$ cat src/mat4_vec4_transform_defines.svh
// assertion macros shared by the transform block
`ifndef MAT4_VEC4_TRANSFORM_DEFINES_SVH
`define MAT4_VEC4_TRANSFORM_DEFINES_SVH

// implication in the same cycle, off while reset is low
`define ASSERT_IMPL(lbl, clk, rst_n, ante, cons) \
    lbl: assert property (@(posedge clk) disable iff (!rst_n) (ante) |-> (cons)) \
        else $error("assertion failed: same-cycle implication");

// implication in the next cycle, off while reset is low
`define ASSERT_NEXT(lbl, clk, rst_n, ante, cons) \
    lbl: assert property (@(posedge clk) disable iff (!rst_n) (ante) |=> (cons)) \
        else $error("assertion failed: next-cycle implication");

// implication that also holds around reset
`define ASSERT_PLAIN(lbl, clk, ante, cons) \
    lbl: assert property (@(posedge clk) (ante) |-> (cons)) \
        else $error("assertion failed: reset implication");

`endif

$ cat src/mvt_pkg.sv
// shared types and constants for the 4x4 matrix-vector transform
`timescale 1ns / 1ps
`default_nettype none

package mvt_pkg;

    localparam int N       = 4;             // vector length and matrix order
    localparam int Q_W     = 32;            // Q16.16 word
    localparam int FRAC    = 16;            // fraction bits
    localparam int PROD_W  = 2 * Q_W;       // full product
    localparam int SUM_W   = PROD_W + 2;    // exact sum of four products
    localparam int REG_N   = 8;             // matrix registers
    localparam int REG_W   = 64;            // register width
    localparam int REG_IW  = $clog2(REG_N);
    localparam int ADDR_W  = $clog2(REG_N * (REG_W / 8));
    localparam int BYTE_IW = ADDR_W - REG_IW;

    typedef logic signed [Q_W-1:0]    t_q;
    typedef logic signed [PROD_W-1:0] t_prod;
    typedef logic signed [SUM_W-1:0]  t_sum;
    typedef t_q   [N-1:0]             t_vec;
    typedef t_sum [N-1:0]             t_sums;
    typedef logic [REG_W-1:0]         t_mreg;

    // data handed from one cell to the next
    typedef struct packed {
        logic  vld;
        t_vec  vec;
        t_sums sum;
    } t_bus;

    localparam t_q Q_MAX = {1'b0, {(Q_W-1){1'b1}}};
    localparam t_q Q_MIN = {1'b1, {(Q_W-1){1'b0}}};

    // identity matrix, register 7 first
    localparam t_mreg [REG_N-1:0] MAT_RESET = {
        64'h0001_0000_0000_0000,
        64'h0000_0000_0000_0000,
        64'h0000_0000_0001_0000,
        64'h0000_0000_0000_0000,
        64'h0000_0000_0000_0000,
        64'h0001_0000_0000_0000,
        64'h0000_0000_0000_0000,
        64'h0000_0000_0001_0000
    };

endpackage

`default_nettype wire

$ cat src/mvt_out.sv
// output stage: shift and saturate, output register with skid entry
`timescale 1ns / 1ps
`default_nettype none

module mvt_out (
    input  logic                 i_clk,
    input  logic                 i_rst_n,
    input  mvt_pkg::t_bus        i_bus,
    input  logic                 i_m_tready,
    output logic                 o_adv,
    output logic                 o_m_tvalid,
    output mvt_pkg::t_vec        o_m_tdata
);
    import mvt_pkg::*;

    t_vec n_res;
    t_vec r_out;
    t_vec r_skid;
    logic r_out_vld;
    logic r_skid_vld;
    logic n_out_vld;
    logic n_skid_vld;
    logic w_load;
    logic w_out_ld;
    logic w_out_from_skid;
    logic w_skid_ld;

    // floor shift by the fraction bits, then clamp to the q16.16 range
    function automatic t_q sat_q(input t_sum s);
        logic [SUM_W-Q_W-FRAC:0] top;
        top = s[SUM_W-1:Q_W+FRAC-1];
        if ((&top) || !(|top)) begin
            return s[Q_W+FRAC-1:FRAC];
        end
        return s[SUM_W-1] ? Q_MIN : Q_MAX;
    endfunction

    always_comb begin
        for (int i = 0; i < N; i++) begin
            n_res[i] = sat_q(i_bus.sum[i]);
        end
    end

    // the chain moves whenever the skid entry is free
    assign o_adv  = !r_skid_vld;
    assign w_load = o_adv && i_bus.vld;

    // output register and skid entry control
    always_comb begin
        n_out_vld       = r_out_vld;
        n_skid_vld      = r_skid_vld;
        w_out_ld        = 1'b0;
        w_out_from_skid = 1'b0;
        w_skid_ld       = 1'b0;
        if (!r_out_vld || i_m_tready) begin
            if (r_skid_vld) begin
                n_out_vld       = 1'b1;
                n_skid_vld      = 1'b0;
                w_out_ld        = 1'b1;
                w_out_from_skid = 1'b1;
            end else begin
                n_out_vld = w_load;
                w_out_ld  = w_load;
            end
        end else if (w_load) begin
            n_skid_vld = 1'b1;
            w_skid_ld  = 1'b1;
        end
    end

    always_ff @(posedge i_clk) begin
        if (!i_rst_n) begin
            r_out_vld  <= 1'b0;
            r_skid_vld <= 1'b0;
        end else begin
            r_out_vld  <= n_out_vld;
            r_skid_vld <= n_skid_vld;
        end
    end

    always_ff @(posedge i_clk) begin
        if (w_out_ld) begin
            r_out <= w_out_from_skid ? r_skid : n_res;
        end
        if (w_skid_ld) begin
            r_skid <= n_res;
        end
    end

    assign o_m_tvalid = r_out_vld;
    assign o_m_tdata  = r_out;

endmodule

`default_nettype wire
$ cat config.mk
export PLATFORM = sky130hd
export DESIGN_NAME = mvt_out
export DESIGN_NICKNAME = d
export VERILOG_FILES = /design/src/mat4_vec4_transform_defines.svh /design/src/mvt_pkg.sv /design/src/mvt_out.sv
export SDC_FILE = /design/constraint.sdc
export NUM_CORES = 1
export LEC_CHECK = 0
export ABC_AREA = 1
export BUFFER_PORTS_ARGS = -buffer_cell sky130_fd_sc_hd__buf_2
export CAP_MARGIN = 20
export CORE_AREA = 3 3 201 203
export CTS_BUF_LIST = sky130_fd_sc_hd__clkbuf_4
export DETAILED_ROUTE_END_ITERATION = 16
export DIE_AREA = 0 0 204 206
export GPL_TIMING_DRIVEN = 0
export SKIP_LAST_GASP = 1
export SLEW_MARGIN = 10
export SYNTH_ARGS = -nofsm -noshare
export SYNTH_HDL_FRONTEND = slang
export SYNTH_SLANG_ARGS = --single-unit
$ cat constraint.sdc
create_clock -name i_clk -period 6.95 [get_ports i_clk]
set_input_delay 1.0425 -clock i_clk [delete_from_list [all_inputs] [get_ports i_clk]]
set_output_delay 1.0425 -clock i_clk [all_outputs]
set_load 0.05 [all_outputs]
==> impl_metrics.env, run 1 <==
export IMPL_outcome="finished clean"
export IMPL_cts_htree_levels=3
export IMPL_final_area_um2=14690
export IMPL_clk_pin_slew_worst_paths_ns=0.06
export IMPL_min_period_ns=2.436
export IMPL_yosysWarnings=0
export IMPL_wl_mm=32.64
export IMPL_synth_top_cell_by_area="edfxtp_1"
export IMPL_postCtsSetupBuffers=0
export IMPL_drv_slew=0
export IMPL_drtPass1Iterations=5
export IMPL_die_area_um2=42020
export IMPL_first_iter_violations=395
export IMPL_synth_area_per_cell_um2=10.32
export IMPL_core_area_um2=38650
export IMPL_antenna_found_initial=8
export IMPL_grt_max_degree=32
export IMPL_clock_skew_ns=0.02405
export IMPL_start_util=0.2909
export IMPL_cts_sinks=258
export IMPL_maxCapViolCount=0
export IMPL_setup_worst_path_end_class="output pin"
export IMPL_r2r_start="o_m_tvalid$_SDFFE_PN0N_"
export IMPL_cts_tree="done"
export IMPL_setup_violations_final=0
export IMPL_dpl_cell_area_um2=13790
export IMPL_numCtsBuffers=74
export IMPL_postCtsResizedCells=0
export IMPL_ios=526
export IMPL_post_route_period_util=0.3505
export IMPL_max_freq_ghz=0.4105
export IMPL_syn_inst=1089
export IMPL_p_leak_uw=0.006422
export IMPL_syn_to_final_growth_pct=30.68
export IMPL_peakVddDrop_mv=0.1279
export IMPL_port_buffer_count=333
export IMPL_fillers=3902
export IMPL_yosys_most_used_dff="edfxtp_1"
export IMPL_cp_arrival_ns=1.39
export IMPL_hp_class="reg -> reg"
export IMPL_synthTopCellsByArea="edfxtp_1 68%, nand2_1 20%, nand2_2 3.2%"
export IMPL_cts_hold_buffers=0
export IMPL_clk_latency_ns=0.69
export IMPL_tightest_slew_ns=0.9125
export IMPL_root_buffer="clkbuf_4"
export IMPL_hp_start="r_skid[55]$_DFFE_PP_"
export IMPL_stdcell_count=2071
export IMPL_dp_cells=1950
export IMPL_min_to="o_m_tdata[55]$_DFFE_PP_"
export IMPL_syn_nets=1485
export IMPL_path_class="reg -> out"
export IMPL_fin_nets=1904
export IMPL_ys_async_sr_fraction=0
export IMPL_crit_path_start_kind="flop"
export IMPL_gr_total_overflow=0
export IMPL_whs_path_depth=2
export IMPL_yosys_area_top_type_share=0.6839
export IMPL_synth_cell_types=19
export IMPL_rsz0062_at_grt="no"
export IMPL_rows=72
export IMPL_yosysSeqAreaShare=0.6874
export IMPL_grt_total_usage=0.1513
export IMPL_drc=0
export IMPL_grt_pass1_vias=9001
export IMPL_synth_area_um2=11240
export IMPL_viasPerCell=4.287
export IMPL_synth_edf_count=256
export IMPL_path_max_fanout=3
export IMPL_relSlewSlack=0.3917
export IMPL_rrSetupSlack_ns=4.76
export IMPL_dp_hpwl_mm=24.22
export IMPL_drive_gt1_frac=0.3582
export IMPL_ys_ff_latch=258
export IMPL_multi_input_area_um2=3113
export IMPL_hold_viol_final=0
export IMPL_die_x_um=204
export IMPL_power_per_cell_area_nw_per_um2=251.6
export IMPL_crit_required_ns=5.91
export IMPL_gp_congestion=0.8415
export IMPL_die_h_um=206
export IMPL_rr_worst_depth=6
export IMPL_yosysMostFrequentCell="nand2_1"
export IMPL_timing_rr_end="r_skid[100]$_DFFE_PP_"
export IMPL_ant_nets=0
export IMPL_routedWlPerCell_um=15.76
export IMPL_regArea_um2=7727
export IMPL_clk_path_buf_depth=3
export IMPL_grt_first_pass_wirelength_mm=48.80
export IMPL_dr_total_vias=8878
export IMPL_ys_top_cells_by_count="611 x nand2_1, 256 x edfxtp_1, 60 x nor2_1, 58 x nand2_2, 17 x clkbuf_1"
sequential cells by signal, summed over array words and instances, names as in the netlist:
name,cells
r_skid,128
r_skid_vld,1
o_m_tvalid,1
o_m_tdata,128
power breakdown:
part,internal [uW],total (uW),switching (uW)
sequential,1800,1820,20.3
combinational,131,491,360
clock,755,1380,628
per-stage QoR:
stage	setup TNS, ns	hold slack (ns)	setup slack (ns)	total power, uW	utilization
5_1_grt	0	0.5230	4.386	3889	0.3801
2_1_floorplan	0	0.4944	1.739	2168	-
4_1_cts	0	0.4848	4.396	3771	0.3800
3_5_place_dp	0	0.5007	3.996	2352	0.3569
3_3_place_gp	-64.59	0.5007	-0.4399	2342	0.3509
6_report	0	0.4968	4.514	3696	0.3801
worst max-delay path by stage:
stage,from,end,cells after the start
2_1_floorplan,i_m_tready,r_skid[0]$_DFFE_PP_,3
3_3_place_gp,i_m_tready,r_skid[119]$_DFFE_PP_,4
3_5_place_dp,i_m_tready,r_skid[108]$_DFFE_PP_,6
4_1_cts,r_skid_vld$_SDFFE_PP0P_,o_adv,2
5_1_grt,r_skid_vld$_SDFFE_PP0P_,o_adv,2
6_report,r_skid_vld$_SDFFE_PP0P_,o_adv,2
critical path: stages, from the launching register on:
cell	delay, ns
dfxtp_1	0.31
inv_1	0.12
buf_2	0.28
cell usage in the layout (no fill, tap or decap), types with 5 or more instances in the layout:
| master | count |
|---|---|
| inv_2 | 5 |
| buf_2 | 347 |
| nand4_1 | 8 |
| buf_12 | 7 |
| clkinv_1 | 10 |
| clkbuf_4 | 104 |
| edfxtp_1 | 256 |
| buf_6 | 15 |
| nor2_1 | 58 |
| buf_4 | 9 |
| clkbuf_1 | 17 |
| nand2_1 | 611 |
| nand2_2 | 58 |
| nand3_1 | 9 |
| inv_1 | 11 |
| or2_1 | 8 |
area by class of cell:
cell class	instances	area share
diodes	1	0.0001704
plain buffers	55	0.02521
clock buffers	104	0.05315
clock inverters	16	0.007666
inverters	12	0.003066
multi-input cells	764	0.2119
flip-flops and latches	258	0.5261
well taps	518	0.04412
repair buffers	343	0.1286
logic make-up after synthesis:
family	Yosys count	share of synthesized area
flops	258	0.6874
compound gates	5	0.002226
simple gates	759	0.2734
buf+inv	67	0.03695
per-layer routing:
| metal | global-route usage | wire length, um | vias to the layer above | share of wire |
|---|---|---|---|---|
| li1 | - | - | 4431 | - |
| met5 | 0 | 55 | - | 0.0017 |
| met3 | 0.06883 | 3645 | 44 | 0.11 |
| met2 | 0.2476 | 14940 | 376 | 0.46 |
| met1 | 0.1776 | 13470 | 4019 | 0.41 |
| met4 | 0.05038 | 522 | 8 | 0.016 |
Power figures use the tool's default switching activity.
==> run 2, diff against run 1 <==
--- a/config.mk
+++ b/config.mk
@@ -8,10 +8,10 @@
 export ABC_AREA = 1
 export BUFFER_PORTS_ARGS = -buffer_cell sky130_fd_sc_hd__buf_2
 export CAP_MARGIN = 20
-export CORE_AREA = 3 3 201 203
+export CORE_AREA = 3 3 204 206
 export CTS_BUF_LIST = sky130_fd_sc_hd__clkbuf_4
 export DETAILED_ROUTE_END_ITERATION = 16
-export DIE_AREA = 0 0 204 206
+export DIE_AREA = 0 0 207 209
 export GPL_TIMING_DRIVEN = 0
 export SKIP_LAST_GASP = 1
 export SLEW_MARGIN = 10
==> constraint.sdc (replaced) <==
create_clock -name i_clk -period 2.4 [get_ports i_clk]
set_input_delay 0.36 -clock i_clk [delete_from_list [all_inputs] [get_ports i_clk]]
set_output_delay 0.36 -clock i_clk [all_outputs]
set_load 0.05 [all_outputs]
==> impl_metrics.env, run 2 (same netlist as run 1, synthesis figures left out) <==
export IMPL_crit_path_start_kind="flop"
export IMPL_power_uw=11020
export IMPL_p_leak_uw=0.006984
export IMPL_die_h_um=209
export IMPL_cts_tree="done"
export IMPL_rr_worst_depth=6
export IMPL_postCtsResizedCells=0
export IMPL_final_cell_mix="611 x nand2_1, 347 x buf_2, 256 x edfxtp_1"
export IMPL_timing_rr_end="r_skid[113]$_DFFE_PP_"
export IMPL_cts_sinks=258
export IMPL_ant_nets=0
export IMPL_grt_max_degree=32
export IMPL_post_route_period_util=0.9030
export IMPL_rsz0062_at_grt="no"
export IMPL_die_area_um2=43260
export IMPL_drtPass1Iterations=5
export IMPL_crit_required_ns=2.80
export IMPL_die_x_um=207
export IMPL_drive_gt1_frac=0.3373
export IMPL_clk_pin_slew_worst_paths_ns=0.06
export IMPL_start_util=0.2823
export IMPL_fillers=3975
export IMPL_setup_worst_path_end_class="flop"
export IMPL_min_period_ns=2.167
export IMPL_ios=526
export IMPL_tightest_slew_ns=0.8258
export IMPL_critPathCapture="r_skid[113]$_DFFE_PP_"
export IMPL_routedWlPerCell_um=15.27
export IMPL_clk_path_buf_depth=3
export IMPL_port_buffer_count=333
export IMPL_cts_htree_levels=3
export IMPL_final_common_cell="nand2_1"
export IMPL_first_iter_violations=487
export IMPL_relSlewSlack=0.4482
export IMPL_drv_slew=0
export IMPL_clock_skew_ns=0.02884
export IMPL_peakVddDrop_mv=0.2686
export IMPL_r2r_start="o_m_tvalid$_SDFFE_PN0N_"
export IMPL_grt_pass1_vias=9772
export IMPL_path_class="reg -> reg"
export IMPL_clk_latency_ns=0.72
export IMPL_power_per_cell_area_nw_per_um2=686.7
export IMPL_dp_hpwl_mm=23.95
export IMPL_postLayoutSetupSlackWorst_ns=0.2328
export IMPL_syn_to_final_growth_pct=42.76
export IMPL_antenna_found_initial=3
export IMPL_path_max_fanout=30
export IMPL_grt_total_usage=0.1532
export IMPL_rows=73
export IMPL_root_buffer="clkbuf_4"
export IMPL_dp_slack_ns=0.1171
export IMPL_drc=0
export IMPL_outcome="finished clean"
export IMPL_rrSetupSlack_ns=0.23
export IMPL_wl_mm=33.82
export IMPL_maxCapViolCount=0
export IMPL_hp_class="in -> reg"
export IMPL_whs_ns=0.2470
export IMPL_fin_tns_setup_ns=0
export IMPL_fin_nets=2036
export IMPL_hp_start="i_bus[392]"
export IMPL_dr_total_vias=9408
export IMPL_max_freq_ghz=0.4614
export IMPL_numCtsBuffers=75
export IMPL_core_area_um2=39820
export IMPL_viasPerCell=4.249
export IMPL_cp_arrival_ns=2.57
export IMPL_grt_first_pass_wirelength_mm=52.29
export IMPL_hold_viol_final=0
export IMPL_gr_total_overflow=0
export IMPL_gp_congestion=0.9408
export IMPL_startpoint="o_m_tvalid$_SDFFE_PN0N_"
export IMPL_setup_violations_final=0
==> run 2: cell count changes in the layout (fill, tap and decap cells not counted) <==
cell / delta
dfxtp_1: -1
clkinvlp_4: +3
diode_2: +1
clkinv_2: +9
buf_16: -1
clkinv_1: -5
dfxtp_4: +1
dlygate4sd3_1: +132
inv_2: -1
nor2_4: +1
inv_1: -3
clkinv_4: +1
nor2_1: -1
==> run 2: through the flow <==
step | util | area, um^2 | cells
after floorplan | - | 11270 | 1089
after global placement | 0.3414 | 13590 | 1947
after detailed placement | 0.3463 | 13790 | 1956
after CTS | 0.4029 | 16040 | 2212
after global routing | 0.4030 | 16050 | 2214
final | 0.4030 | 16050 | 2214
==> run 2: how the worst min path moves through the flow <==
stage | slack (ns) | cells past startpoint | end
finish | 0.25 | 3 | r_skid[19]$_DFFE_PP_
global route | 0.19 | 3 | r_skid[0]$_DFFE_PP_
CTS | 0.11 | 3 | r_skid[13]$_DFFE_PP_
detailed placement | 0.50 | 2 | o_m_tdata[85]$_DFFE_PP_
global placement | 0.50 | 2 | o_m_tdata[114]$_DFFE_PP_
floorplan | 0.48 | 2 | o_m_tvalid$_SDFFE_PN0N_
==> run 2: area by class of cell <==
type / instances / area [um^2] / share of cell area
multi-input combinational: 764 / 3120 / 0.1944
clock inverter: 20 / 151.4 / 0.009434
antenna: 2 / 5.005 / 0.0003119
timing repair buffer: 474 / 3183 / 0.1983
buffer: 55 / 370.4 / 0.02308
sequential: 258 / 7731 / 0.4818
clock buffer: 104 / 780.7 / 0.04865
tap: 525 / 656.9 / 0.04093
inverter: 12 / 48.80 / 0.003041
==> run 2: metal layers <==
layer | routed length, um | up-vias | track usage
li1 | - | 4678 | -
met5 | 7 | - | 0
met1 | 13990 | 4277 | 0.1805
met4 | 725 | 2 | 0.05969
met3 | 3371 | 51 | 0.06125
met2 | 15720 | 400 | 0.2517
==> run 2: where the power goes <==
part           switching (uW)  leakage, uW  internal, uW
Clock                    1930     0.000558          2220
Combinational            1080      0.00400           518
Sequential               56.8      0.00242          5220
Total                    3070      0.00698          7950
==> run 2: timing repair <==
item / in CTS / in global routing
hold buffers: 132 / 0
hold endpoints to repair: 240 / 0
buffers inserted: 0 / 0
==> run 2: critical path, cell delays in order, from the launching register on <==
cell,delay (ns)
dfxtp_4,0.34
inv_2,0.04
nor2_4,0.18
inv_2,0.09
nor2_4,0.66
buf_12,0.29
buf_12,0.23
==> run 3, diff against run 2 <==
--- a/config.mk
+++ b/config.mk
@@ -13,6 +13,7 @@
 export DETAILED_ROUTE_END_ITERATION = 16
 export DIE_AREA = 0 0 207 209
 export GPL_TIMING_DRIVEN = 0
+export PLACE_DENSITY = 0.5
 export SKIP_LAST_GASP = 1
 export SLEW_MARGIN = 10
 export SYNTH_ARGS = -nofsm -noshare
==> impl_metrics.env, run 3 (same netlist as run 1, synthesis figures left out) <==
export IMPL_outcome="finished clean"
export IMPL_wl_mm=33.84
export IMPL_path_max_fanout=26
export IMPL_dp_slack_ns=0.2058
export IMPL_critPathMaxStageDelay_ns=0.35
export IMPL_grt_max_degree=29
export IMPL_drv_slew=0
export IMPL_drc=0
export IMPL_gr_total_overflow=0
export IMPL_grt_first_pass_wirelength_mm=52.30
export IMPL_routedWlPerCell_um=15.23
export IMPL_maxCapViolCount=0
export IMPL_postCtsResizedCells=0
export IMPL_final_util=0.4056
export IMPL_ios=526
export IMPL_die_area_um2=43260
export IMPL_clk_pin_slew_worst_paths_ns=0.06
export IMPL_cp_top_family="buffers and inverters"
export IMPL_rsz0062_at_grt="no"
export IMPL_cts_htree_levels=3
export IMPL_min_period_ns=2.078
export IMPL_viasPerCell=4.185
export IMPL_syn_to_final_growth_pct=43.68
export IMPL_port_buffer_count=333
export IMPL_clk_path_buf_depth=3
export IMPL_rrSetupSlack_ns=0.32
export IMPL_dp_cells=1959
export IMPL_rows=73
export IMPL_rr_worst_depth=8
export IMPL_post_route_period_util=0.8658
export IMPL_stdcell_count=2222
export IMPL_max_freq_ghz=0.4813
export IMPL_postLayoutSetupSlackWorst_ns=0.3222
export IMPL_final_cell_mix="611 x nand2_1, 347 x buf_2, 256 x edfxtp_1"
export IMPL_start_util=0.2823
export IMPL_p_leak_uw=0.007023
export IMPL_multi_input_area_um2=3120
export IMPL_setup_violations_final=0
export IMPL_worst_path_max_delay_cell="dfxtp_4"
export IMPL_hp_class="in -> reg"
export IMPL_setup_worst_path_end_class="flop"
export IMPL_final_area_um2=16150
export IMPL_critPathCapture="r_skid[126]$_DFFE_PP_"
export IMPL_cp_arrival_ns=2.47
export IMPL_drtPass1Iterations=4
export IMPL_numCtsBuffers=74
export IMPL_final_common_cell="nand2_1"
export IMPL_clock_skew_ns=0.04945
export IMPL_relSlewSlack=0.5090
export IMPL_fin_nets=2037
export IMPL_startpoint="o_m_tvalid$_SDFFE_PN0N_"
export IMPL_clk_latency_ns=0.72
export IMPL_critical_path_depth=8
export IMPL_ant_nets=0
export IMPL_peakVddDrop_mv=0.3047
export IMPL_fin_tns_setup_ns=0
export IMPL_crit_path_start_kind="flop"
export IMPL_path_cells="inv_2, nor2_4, inv_2, nor2_4, buf_16, buf_16, buf_12, buf_16"
export IMPL_tightest_slew_ns=0.7365
export IMPL_cts_sinks=258
export IMPL_hold_viol_final=0
export IMPL_first_iter_violations=343
export IMPL_gp_congestion=0.8409
export IMPL_power_per_cell_area_nw_per_um2=684.5
export IMPL_timing_rr_end="r_skid[126]$_DFFE_PP_"
export IMPL_core_area_um2=39820
export IMPL_grt_total_usage=0.1528
export IMPL_fillers=4009
export IMPL_die_h_um=209
export IMPL_regArea_um2=7731
export IMPL_dpl_cell_area_um2=13880
export IMPL_grt_pass1_vias=9660
export IMPL_cts_tree="done"
export IMPL_worstPathBufferInverterCount=6
export IMPL_drive_gt1_frac=0.3351
export IMPL_dp_hpwl_mm=23.77
export IMPL_dr_total_vias=9300
export IMPL_die_x_um=207
export IMPL_cp_common_cell="buf_16"
export IMPL_crit_required_ns=2.79
export IMPL_path_class="reg -> reg"
export IMPL_root_buffer="clkbuf_4"
export IMPL_r2r_start="o_m_tvalid$_SDFFE_PN0N_"
export IMPL_antenna_found_initial=4
run 3: cell count changes in the layout (fill, tap and decap cells not counted):
cell,delta
buf_12,-1
buf_16,+4
clkbuf_4,+5
clkinv_1,+10
clkinv_2,-8
clkinv_4,-1
clkinvlp_4,-1
dlygate4sd3_1,-1
inv_2,+1
run 3: timing repair:
item,in CTS,in global routing
hold endpoints to repair,234,0
buffers inserted,0,0
hold buffers,131,0
run 3: worst min path at each step:
stage | start | to | slack (ns) | cells past startpoint
after floorplan | i_rst_n | o_m_tvalid$_SDFFE_PN0N_ | 0.48 | 2
after global placement | r_skid[81]$_DFFE_PP_ | o_m_tdata[81]$_DFFE_PP_ | 0.50 | 2
after detailed placement | r_skid[87]$_DFFE_PP_ | o_m_tdata[87]$_DFFE_PP_ | 0.50 | 2
after CTS | i_bus[392] | r_skid_vld$_SDFFE_PP0P_ | 0.002 | 3
after global routing | i_bus[392] | r_skid_vld$_SDFFE_PP0P_ | 0.04 | 3
final | i_bus[392] | r_skid_vld$_SDFFE_PP0P_ | 0.09 | 3
run 3: metrics by stage:
| step | total power (uW) | hold WS [ns] |
|---|---|---|
| final | 11060 | 0.08935 |
| after floorplan | 6271 | 0.4824 |
| after detailed placement | 6827 | 0.5000 |
| after global placement | 6777 | 0.4994 |
| after global routing | 11630 | 0.03725 |
| after CTS | 11270 | 0.001807 |
run 3: worst min-delay path, stage by stage:
cell	delay, ns
buf_2	0.09
nor2_1	0.07
nor3_1	0.18
run 3: layout make-up:
type                       count  area share
clock inverter                21    0.008444
multi-input combinational    764      0.1932
antenna                        2   0.0003099
sequential                   258      0.4787
clock buffer                 109     0.05067
buffer                        55     0.02293
tap                          525     0.04067
timing repair buffer         476      0.2020
inverter                      12    0.003021
run 3: power breakdown:
group	switching [uW]	internal [uW]	leakage, uW
sequential	57.5	5220	0.00242
combinational	1080	530	0.00403
clock	1880	2290	0.000566
run 3: layer usage:
layer / GRT usage / wire length (um) / vias up
met5: 0 / 21 / -
met4: 0.04892 / 488 / 4
met3: 0.06486 / 3346 / 40
met2: 0.2478 / 15770 / 367
met1: 0.1848 / 14220 / 4192
li1: - / - / 4697
